### src/rtl/gpm_pkg.sv
// Package for the glob path matcher: word types, codes and character constants.
`default_nettype none

package gpm_pkg;

  localparam int SCNT_W = 27;
  localparam logic [SCNT_W-1:0] SCNT_MAX = {SCNT_W{1'b1}};

  localparam logic [31:0] WORK_LIMIT_RESET = 32'd67108864;

  localparam logic [7:0] CH_STAR  = 8'h2A;
  localparam logic [7:0] CH_QUEST = 8'h3F;
  localparam logic [7:0] CH_SLASH = 8'h2F;

  localparam logic [1:0] MODE_CLEAR  = 2'd0;
  localparam logic [1:0] MODE_APPEND = 2'd1;
  localparam logic [1:0] MODE_STRING = 2'd2;
  localparam logic [1:0] MODE_END    = 2'd3;

  localparam logic [1:0] ST_OK       = 2'd0;
  localparam logic [1:0] ST_PAT_LONG = 2'd1;
  localparam logic [1:0] ST_WORK     = 2'd2;

  typedef struct packed {
    logic [1:0] mode;
    logic [7:0] char_byte;
  } in_word_t;

  typedef struct packed {
    logic       matched;
    logic [1:0] status;
  } out_word_t;

endpackage

`default_nettype wire

### src/rtl/glob_path_matcher.sv
// Glob path matcher top level: pattern store, NFA active set and result register.
//
// Usage. Words arrive on the in_ channel (valid/ready). Each word carries a mode:
// clear the pattern, append a pattern byte, feed one string byte, or end the
// string. Only the end-of-string word gives a result word on the out_ channel,
// holding matched and status (ok, pattern overflowed the store, work limit hit).
// '?' takes one non-slash byte, '*' a run of non-slash bytes, '**' (with an
// optional trailing slash) any run of bytes; a slash just before '**' may match
// nothing when the next byte is not a slash.
// Timing: a word is taken into an input register, then processed (closure of the
// active set, byte step, work check) into the state and the result register, so
// a result is valid from the edge at which its end-of-string word is processed.
// Throughput is one word per cycle; the limit is the combinational closure chain
// over the pattern positions. The input side keeps taking words while a result
// waits, stopping only when an end-of-string word would need the busy output.
// cfg_we writes work_limit at once; only write it while the block is idle.
// Reset (synchronous, rst_n low) empties the pattern, clears the active set,
// marks the next string as fresh and restores work_limit to 2^26.
// A clear or append abandons any string in progress.
`default_nettype none

module glob_path_matcher #(
  parameter int MAX_PATTERN = 64
) (
  input  wire                 clk,
  input  wire                 rst_n,
  input  wire                 in_valid,
  output logic                in_ready,
  input  gpm_pkg::in_word_t   in_data,
  output logic                out_valid,
  input  wire                 out_ready,
  output gpm_pkg::out_word_t  out_data,
  input  wire                 cfg_we,
  input  wire  [31:0]         cfg_wdata
);

  import gpm_pkg::*;

  localparam int N   = MAX_PATTERN;
  localparam int CW  = $clog2(N + 1);              // pattern count width
  localparam int PW  = (N > 1) ? $clog2(N) : 1;    // store index width
  localparam int PRW = CW + 1 + SCNT_W + 1;        // work product width
  localparam int CMPW = (PRW > 32) ? PRW : 32;

  // Input register
  logic     s_valid_r;
  in_word_t s_word_r;
  logic     s_go;
  logic     is_end;

  // State
  logic [7:0]        store_r [0:N-1];
  logic [CW-1:0]     pcount_r, pcount_nxt;
  logic              too_long_r, too_long_nxt;
  logic [N:0]        act_r, act_nxt;
  logic              fresh_r, fresh_nxt;
  logic [SCNT_W-1:0] scount_r, scount_nxt;
  logic [31:0]       work_limit_r;

  // Result register
  logic      out_valid_r, out_valid_nxt;
  out_word_t out_word_r, out_word_nxt;

  // Datapath
  logic [N:0]        cur;
  logic [SCNT_W-1:0] scount_eff;
  logic              nslash_b;
  logic              sl_cond;
  logic              is_star    [-4:N+3];
  logic              is_quest   [-4:N+3];
  logic              is_slash   [-4:N+3];
  logic              is_lit_hit [-4:N+3];
  logic              cl         [-4:N];
  logic              store_we;

  logic [CW:0]       n1;
  logic [SCNT_W:0]   sc1;
  logic [PRW-1:0]    prod;
  logic              over_work;

  assign is_end   = (s_word_r.mode == MODE_END);
  assign s_go     = s_valid_r && (!is_end || !out_valid_r || out_ready);
  assign in_ready = !s_valid_r || s_go;

  assign out_valid = out_valid_r;
  assign out_data  = out_word_r;

  // A fresh string starts from position 0 with an empty count
  assign cur        = fresh_r ? {{N{1'b0}}, 1'b1} : act_r;
  assign scount_eff = fresh_r ? '0 : scount_r;
  assign nslash_b   = (s_word_r.char_byte != CH_SLASH);
  assign sl_cond    = is_end || nslash_b;

  // Per-position pattern classes, zero outside the loaded pattern
  always_comb begin
    for (int k = -4; k <= N + 3; k++) begin
      is_star[k]    = 1'b0;
      is_quest[k]   = 1'b0;
      is_slash[k]   = 1'b0;
      is_lit_hit[k] = 1'b0;
      if (k >= 0 && k < N) begin
        if (k < int'(pcount_r)) begin
          is_star[k]    = (store_r[k] == CH_STAR);
          is_quest[k]   = (store_r[k] == CH_QUEST);
          is_slash[k]   = (store_r[k] == CH_SLASH);
          is_lit_hit[k] = (store_r[k] != CH_STAR) && (store_r[k] != CH_QUEST) &&
                          (store_r[k] == s_word_r.char_byte);
        end
      end
    end
  end

  // Epsilon closure: every edge spans one to four positions forward, so this
  // is a carry-style OR chain in ascending order.
  always_comb begin
    for (int j = -4; j <= N; j++) begin
      if (j < 0) begin
        cl[j] = 1'b0;
      end else begin
        cl[j] = cur[j]
              | (cl[j-1] & is_star[j-1] & !is_star[j])
              | (cl[j-2] & is_star[j-2] & is_star[j-1] & !is_slash[j])
              | (cl[j-3] & is_star[j-3] & is_star[j-2] & is_slash[j-1])
              | (cl[j-3] & is_slash[j-3] & is_star[j-2] & is_star[j-1] & sl_cond &
                 !is_slash[j])
              | (cl[j-4] & is_slash[j-4] & is_star[j-3] & is_star[j-2] & sl_cond &
                 is_slash[j-1]);
      end
    end
  end

  // Work check: (pattern length + 1) * (string length + 1) against the limit
  assign n1        = {1'b0, pcount_r} + (CW+1)'(1);
  assign sc1       = {1'b0, scount_eff} + (SCNT_W+1)'(1);
  assign prod      = n1 * sc1;
  assign over_work = (pcount_r != '0) &&
                     (CMPW'(prod) > CMPW'(work_limit_r));

  assign store_we = s_go && (s_word_r.mode == MODE_APPEND) && (int'(pcount_r) < N);

  always_comb begin
    pcount_nxt    = pcount_r;
    too_long_nxt  = too_long_r;
    act_nxt       = act_r;
    fresh_nxt     = fresh_r;
    scount_nxt    = scount_r;
    out_word_nxt  = out_word_r;
    out_valid_nxt = out_valid_r && !out_ready;
    if (s_go) begin
      case (s_word_r.mode)
        MODE_CLEAR: begin
          pcount_nxt   = '0;
          too_long_nxt = 1'b0;
          fresh_nxt    = 1'b1;
        end
        MODE_APPEND: begin
          if (int'(pcount_r) < N) begin
            pcount_nxt = pcount_r + CW'(1);
          end else begin
            too_long_nxt = 1'b1;
          end
          fresh_nxt = 1'b1;
        end
        MODE_STRING: begin
          for (int j = 0; j <= N; j++) begin
            act_nxt[j] = (cl[j] & is_star[j] & (is_star[j+1] | nslash_b))
                       | (cl[j-1] & ((is_quest[j-1] & nslash_b) | is_lit_hit[j-1]));
          end
          fresh_nxt  = 1'b0;
          scount_nxt = (scount_eff != SCNT_MAX) ? scount_eff + SCNT_W'(1) : scount_eff;
        end
        MODE_END: begin
          if (too_long_r) begin
            out_word_nxt.matched = 1'b0;
            out_word_nxt.status  = ST_PAT_LONG;
          end else if (over_work) begin
            out_word_nxt.matched = 1'b0;
            out_word_nxt.status  = ST_WORK;
          end else begin
            out_word_nxt.matched = cl[pcount_r];
            out_word_nxt.status  = ST_OK;
          end
          out_valid_nxt = 1'b1;
          fresh_nxt     = 1'b1;
        end
        default: begin
          fresh_nxt = fresh_r;
        end
      endcase
    end
  end

  // Pattern store: written at the fill count, no reset
  always_ff @(posedge clk) begin
    if (store_we) begin
      store_r[pcount_r[PW-1:0]] <= s_word_r.char_byte;
    end
  end

  always_ff @(posedge clk) begin
    if (in_valid && in_ready) begin
      s_word_r <= in_data;
    end
    out_word_r <= out_word_nxt;
    if (s_go && s_word_r.mode == MODE_STRING) begin
      scount_r <= scount_nxt;
    end
  end

  always_ff @(posedge clk) begin
    if (!rst_n) begin
      s_valid_r    <= 1'b0;
      out_valid_r  <= 1'b0;
      pcount_r     <= '0;
      too_long_r   <= 1'b0;
      act_r        <= '0;
      fresh_r      <= 1'b1;
      work_limit_r <= WORK_LIMIT_RESET;
    end else begin
      s_valid_r   <= in_valid || (s_valid_r && !s_go);
      out_valid_r <= out_valid_nxt;
      pcount_r    <= pcount_nxt;
      too_long_r  <= too_long_nxt;
      act_r       <= act_nxt;
      fresh_r     <= fresh_nxt;
      if (cfg_we) begin
        work_limit_r <= cfg_wdata;
      end
    end
  end

  // Checks
  a_no_match_on_error: assert property (@(posedge clk) disable iff (!rst_n)
    out_valid_r |-> !(out_word_r.matched && out_word_r.status != ST_OK))
    else $error("match reported with error status");

  a_count_in_range: assert property (@(posedge clk) disable iff (!rst_n)
    int'(pcount_r) <= N)
    else $error("pattern count beyond store");

  a_overflow_only_full: assert property (@(posedge clk) disable iff (!rst_n)
    too_long_r |-> int'(pcount_r) == N)
    else $error("overflow flagged with store not full");

  a_end_gives_result: assert property (@(posedge clk) disable iff (!rst_n)
    (s_go && is_end) |=> out_valid_r)
    else $error("end-of-string word lost its result");

endmodule

`default_nettype wire

### config.mk
export PLATFORM = sky130hd
export DESIGN_NAME = glob_path_matcher
export DESIGN_NICKNAME = d
export VERILOG_FILES = /design/src/rtl/gpm_pkg.sv /design/src/rtl/glob_path_matcher.sv
export SDC_FILE = /design/constraint.sdc
export NUM_CORES = 2
export LEC_CHECK = 0
export ABC_AREA = 1
export BUFFER_PORTS_ARGS = -buffer_cell sky130_fd_sc_hd__buf_2
export CAP_MARGIN = 0
export CORE_ASPECT_RATIO = 1.1
export CORE_MARGIN = 8
export CORE_UTILIZATION = 30
export CTS_CLUSTER_DIAMETER = 30
export DETAILED_ROUTE_END_ITERATION = 8
export PLACE_DENSITY = 0.55
export SETUP_SLACK_MARGIN = 0.1
export SLEW_MARGIN = 20
export SYNTH_ARGS = -nofsm -noshare
export SYNTH_HDL_FRONTEND = slang
export SYNTH_SLANG_ARGS = --single-unit
### constraint.sdc
create_clock -name clk -period 13.2 [get_ports clk]
set_clock_uncertainty 0.1 [all_clocks]
set_input_delay 1.98 -clock clk [delete_from_list [all_inputs] [get_ports clk]]
set_output_delay 1.98 -clock clk [all_outputs]
set_load 0.01 [all_outputs]
* Word-level counts from Yosys, hierarchy flattened
Memory sizes are Yosys's and may differ from the RTL's.
Index checks and enable logic that the tools add are counted.
** Word-level totals
- Input bits :: 47
- Word-level logic and storage cells :: 2411
- Register bits :: 148
- Output and inout bits :: 5
- Memories kept :: 1
- RAM bits :: 512
** Operators by class
- Mux-type cells :: 274
- Multipliers :: 1
- Reduce and logical (&&, ||, !) cells :: 281
- Equality and inequality tests :: 391
- Bitwise gates (word level) :: 1379
- Order comparisons :: 68
- Add/subtract/negate cells :: 4
** Memory list
- store_r :: words 64, bits a word 8, rd ports 64, clocked after memory_dff 0, write ports 1, RTL line glob_path_matcher.sv:52 : logic [7:0] store_r [0:N-1];
** Operator list (count)
- 8-bit by 6-bit equality test with 1-bit output, second input constant :: 192
- 8-bit by 6-bit inequality test with 1-bit output, second input constant :: 129
- 1-bit AND :: 876
- 8-bit equality test :: 64
- 1-bit OR :: 502
- 1-bit two-way mux :: 264
- 6-bit by 7-bit < comparator with 1-bit output, first input constant :: 32
- 1-bit logical AND :: 136
- 1-bit zero test :: 130
- 5-bit by 7-bit < comparator with 1-bit output, first input constant :: 16
- 65-bit two-way mux :: 1
- 4-bit by 7-bit < comparator with 1-bit output, first input constant :: 8
- 27-bit two-way mux :: 2
- 36-bit by 32-bit greater-than comparator with 1-bit output :: 1
- 8-bit by 28-bit multiplier with 36-bit output :: 1
- 27-bit by 1-bit adder with 28-bit output, second input constant :: 1
- 3-bit by 7-bit < comparator with 1-bit output, first input constant :: 4
- 27-bit by 1-bit adder with 27-bit output, second input constant :: 1
- 27-bit inequality test, second input constant :: 1
- 1-bit by 7-bit < comparator with 1-bit output, first input constant :: 2
- 2-bit by 7-bit < comparator with 1-bit output, first input constant :: 2
- 7-bit case mux with 2 select lines :: 1
- 3-bit AND reduction :: 3
- 7-bit by 1-bit adder with 8-bit output, second input constant :: 1
- 21 further kinds :: 28

* Logic depth before layout (Yosys ltp)
An unclocked memory read counts as a cell.
- Depth after elaboration :: 445
- Mapped depth :: 131
- Depth with buffers taken out :: 130

* Worst setup path before layout
Ideal clock, no wire load.
- Path type :: reg-to-reg
- Start point :: register s_word_r[1] in the netlist's numbering
- End point :: register out_word_r, in the netlist out_data[2] (data pin)
- Setup time :: 257 ps
- Buffers on the path :: 1
- Setup slack :: 2278 ps
- Arrival :: 10565 ps
- Cell stages (with the launch flop) :: 114
- Period minus slack after synthesis :: 10922 ps
- Data required time :: 12843 ps
- Cells stage by stage :: edfxtp_1 -> buf_2 -> nand2_1 -> nor2_1 -> nand3_2 -> nand2_1 -> nor2_1 -> nand2_1 -> nand2_1 -> nand3_1 -> nand2_2 -> nand3_1 -> nand2_1 -> a21boi_1 -> nand3_4 -> nand2_2 -> nand2_1 -> a21boi_1 -> (+78 left out) -> nand2_1 -> nand2_2 -> inv_2 -> nand2_1 -> nand2_2 -> nand2_1 -> nand3_2 -> nand2_2 -> nand3_2 -> nand3_2 -> nand3_1 -> nand3_1 -> nand2_1 -> nand2_1 -> nor2_1 -> nand3_1 -> a21oi_1 -> a21oi_1
** RTL lines
- start, declared :: RTL line glob_path_matcher.sv:47 : in_word_t s_word_r;
- start signal, assigned :: RTL line glob_path_matcher.sv:202 : s_word_r <= in_data;
- end signal, assigned :: RTL line glob_path_matcher.sv:204 : out_word_r <= out_word_nxt;
- end, declared :: RTL line glob_path_matcher.sv:62 : out_word_t out_word_r, out_word_nxt;

==> results.rst <==
.. list-table::
   :header-rows: 1

   * - Metric
     - Value
   * - Count of nets after finishing
     - 5803
   * - R2r startpoint
     - pcount_r[5]
   * - Worst-path fanout max
     - 7
   * - Final Instance Count excl. Fillers
     - between 7000 and 8000
   * - Worst Path Class, Setup
     - reg2reg
   * - Startpoint of the tightest hold check path
     - work_limit_r[25]
   * - Routed via count divided by cell count
     - 5.07
   * - Cell taking the most area after synthesis
     - edfxtp_1
   * - Number of enable flip-flop cells after synthesis
     - about 550
   * - Worst slack after detailed placement
     - roughly 0.36 ns
   * - Number of global-route vias before repair
     - 38000
   * - Initial core utilization
     - 0.301
   * - Share of the clock period used by the worst path after layout
     - 0.940
   * - Max Cap Violations
     - 0
   * - Sequential cell area fraction in the yosys report
     - 0.412
   * - Count of cells along the worst hold path
     - 2
   * - Hold crit path type
     - reg2reg
   * - Netlist area before placement
     - around 46000 um2
   * - Proportion of power drawn by flip-flops and latches
     - 0.348
   * - Flip-flop cell with the highest count after synthesis
     - edfxtp_1
   * - Clock tree from TritonCTS
     - done
   * - Wirelength per Cell
     - roughly 19 um
   * - Yosys warning count
     - 0
   * - Antenna diode count
     - 0
   * - Async SR Flop Fraction
     - 0
   * - Worst endpoint required time
     - 13.72 ns
   * - Reg2reg path depth
     - approximately 120
   * - Slack of the worst reg-to-reg path
     - 0.80 ns
   * - Clock power share
     - 0.611
   * - Die span in y
     - about 420 um
   * - Sequential cell area in the final layout
     - roughly 19000 um2
   * - Logic pwr share
     - 0.041
   * - Total nets after synthesis
     - around 5600
   * - Number of instances in the synthesized netlist
     - ~5300
   * - Worst relative slew slack
     - 0.200
   * - Unique cell type count in the Yosys netlist
     - 66
   * - Placed insts
     - roughly 7200
   * - Num ports
     - 52
   * - Post-CTS clock slew at the launch and capture registers of the worst setup and hold paths
     - roughly 0.040 ns
   * - Number of buffers created by CTS
     - 162
   * - GPL Wtd Cong
     - 0.904
   * - Mean area per synthesized cell
     - between 8 and 9 um2
   * - Share of Yosys cell area claimed by the top area cell type
     - 0.364
   * - Critical path arrival
     - between 10 and 15 ns
   * - Count of unresolved DRC violations after routing
     - 0
   * - Highest cell delay on the worst timing path
     - approximately 0.37 ns
   * - Latest clock arrival within the worst-skew pair
     - just under 0.8 ns
   * - Critical Path End Type
     - flip-flop
   * - Buffer levels on the longest clock path
     - 3
   * - Area of the multi-input gates
     - about 24000 um2
   * - Placeable Area
     - 151000 um2
   * - Top post-synthesis cells by area
     - edfxtp_1, nand2_1, fa_1
   * - Final Max Tran Viols
     - 0
   * - Half-perimeter wire length of the detailed placement result
     - ~96000 um
   * - Crit Reg-Reg Endpoint
     - out_data[2]
   * - Number of sinks driven by the clock tree
     - 660
   * - Global-route congestion overflow total
     - 0
   * - Initial antenna violation count
     - 2
   * - Most frequent cell on the critical path
     - nand2_2
   * - Total net switching power
     - roughly 1.5 mW
   * - Worst min-delay path endpoint
     - work_limit_r[25]
   * - Antenna Nets Post-Route
     - 0
   * - Worst vdd rail ir drop
     - between 0.1 and 0.15 mV
   * - Final setup slack of the worst path
     - slightly below 0.8 ns
   * - Detailed router's first-iteration violation count
     - between 2000 and 3000
   * - Wire length of the first global-routing pass
     - between 200000 and 250000 um
   * - Width of the die
     - 387 um
   * - Via total after detailed routing
     - slightly below 40000
   * - Maximum number of pins on one net before global-route repair
     - approximately 110
   * - Final critical delay including setup and external delays
     - about 12 ns
   * - PD cells
     - about 120 nW/um2
   * - Count of final setup violators
     - 0
   * - Highest achievable clock rate
     - a little over 80 MHz
   * - Root cell of the clock tree
     - clkbuf_16
   * - Filler instances
     - between 15000 and 20000
   * - Internal power
     - between 5 and 6 mW
   * - Overall routed net length
     - between 100000 and 150000 um
   * - Total iterations of the first detailed-routing run
     - 8
   * - Total global routing track utilization
     - 0.165
   * - IO buf count
     - 51
   * - Leakage power total
     - ~22 nW
   * - Hold violation count in the final report
     - 0
   * - Post-synthesis sequential element count
     - 660
   * - Outcome
     - finished clean
   * - Slowest stage cell on the critical path
     - dfxtp_4
   * - Row count
     - 150
   * - Tightest Pin Transition
     - 1.20 ns
   * - Maximum level of the CTS H-tree
     - 4
   * - Sw Share
     - 0.229
   * - Type of element launching the critical path
     - flip-flop
   * - Die area
     - 164000 um2
   * - Ratio of cells with drive above 1 in the final layout
     - 0.135
   * - Area growth syn-to-layout
     - 21.1%
sequential cells by signal, summed over array words and instances, names as in the netlist:
signal,flops
pcount_r,7
s_word_r,10
too_long_r,1
s_valid_r,1
act_r,65
fresh_r,1
out_valid,1
scount_r,27
store_r,512
work_limit_r,32
out_data,3
cell families (layout without fill, tap and decap cells):
kind of cell | Yosys count | in the layout | share of synthesized area
and+or+nand+nor | 2289 | 2289 | 0.230
buffers and inverters | 938 | 1286 | 0.0807
DFF | 660 | 660 | 0.412
AOI/OAI and AO/OA | 640 | 640 | 0.0839
xor gates and xnor gates | 521 | 521 | 0.100
adders and majority gates | 247 | 247 | 0.0937
how the worst max path moves through the flow:
stage | from | end | depth (start not counted)
3_3_place_gp | pcount_r[2] | out_data[2] | 110
2_1_floorplan | s_word_r[1] | out_data[2] | 113
6_report | pcount_r[5] | out_data[2] | 117
3_5_place_dp | pcount_r[2] | out_data[2] | 106
5_1_grt | store_r[0][6] | out_data[2] | 110
4_1_cts | pcount_r[2] | out_data[2] | 106
worst max-delay path: cells and delay by family, from the launching register on:
kind	cells	cell delay, ns
AOI/OAI and AO/OA	6	1.20
buffers and inverters	8	0.60
DFF	1	0.37
and+or+nand+nor	103	9.96
metal layers:
layer  GRT usage  vias up  wire length [um]
met4      0.0693        2              5370
met3      0.0292      322              9520
met5           0        -                13
li1            -    18200                 -
met1       0.213    18700             61200
met2       0.271     1394             65800
layout by cell type (no fill, tap or decap), drive strengths merged, types with 13 or more instances in the layout:
cell / instances
clkinv: 74
nor2: 612
inv: 784
a31oi: 38
nor3b: 16
edfxtp: 552
buf: 204
clkbuf: 193
nand2: 927
o211ai: 46
nand4: 228
dfxtp: 108
o2111ai: 16
o21ai: 188
ha: 91
a211oi: 29
a221oi: 25
xor2: 203
xnor2: 318
bufinv: 20
a21oi: 239
nor3: 130
nand3: 250
nor4: 101
o21bai: 13
fa: 156
power groups by stage:
stage | logic [mW] | registers [mW] | clock network (mW)
floorplan | 0.165 | 2.33 | 0
global placement | 0.266 | 2.32 | 0
detailed placement | 0.270 | 2.32 | 0
CTS | 0.272 | 2.29 | 4.07
global route | 0.297 | 2.29 | 4.18
finish | 0.272 | 2.29 | 4.02
per-stage QoR:
stage / hold slack (ns) / setup TNS (ns) / utilization / instance area, um2 / power [mW]
after detailed placement: 0.358 / 0 / 0.318 / 48200 / 2.59
after global placement: 0.355 / 0 / 0.318 / 48200 / 2.59
after CTS: 0.364 / 0 / 0.356 / 53800 / 6.63
final: 0.360 / 0 / 0.364 / 55100 / 6.58
after floorplan: 0.335 / 0 / - / 45500 / 2.50
after global routing: 0.377 / -0.161 / 0.364 / 55100 / 6.77
synthesized netlist by cell type, drive strengths merged, types with 25 or more instances:
master / number
nand2: 927
inv: 770
nor2: 612
edfxtp: 552
xnor2: 318
nand3: 250
a21oi: 239
nand4: 228
xor2: 203
o21ai: 188
fa: 156
nor3: 130
dfxtp: 108
clkbuf: 101
nor4: 101
ha: 91
buf: 53
o211ai: 46
a31oi: 38
a211oi: 29
a221oi: 25
final cells by class:
type,count,area share
clock buffers,193,0.0773
clock inverters,105,0.0250
inverters,784,0.0536
multi-input cells,3697,0.432
flip-flops and latches,660,0.340
well taps,1976,0.0449
repair buffers,204,0.0272
timing repair:
action	4_1_cts	5_1_grt
setup endpoints to repair	0	10
resized for setup	0	191
hold buffers	0	0
buffers inserted	0	77
No activity file was read; power rests on OpenSTA's default activity.
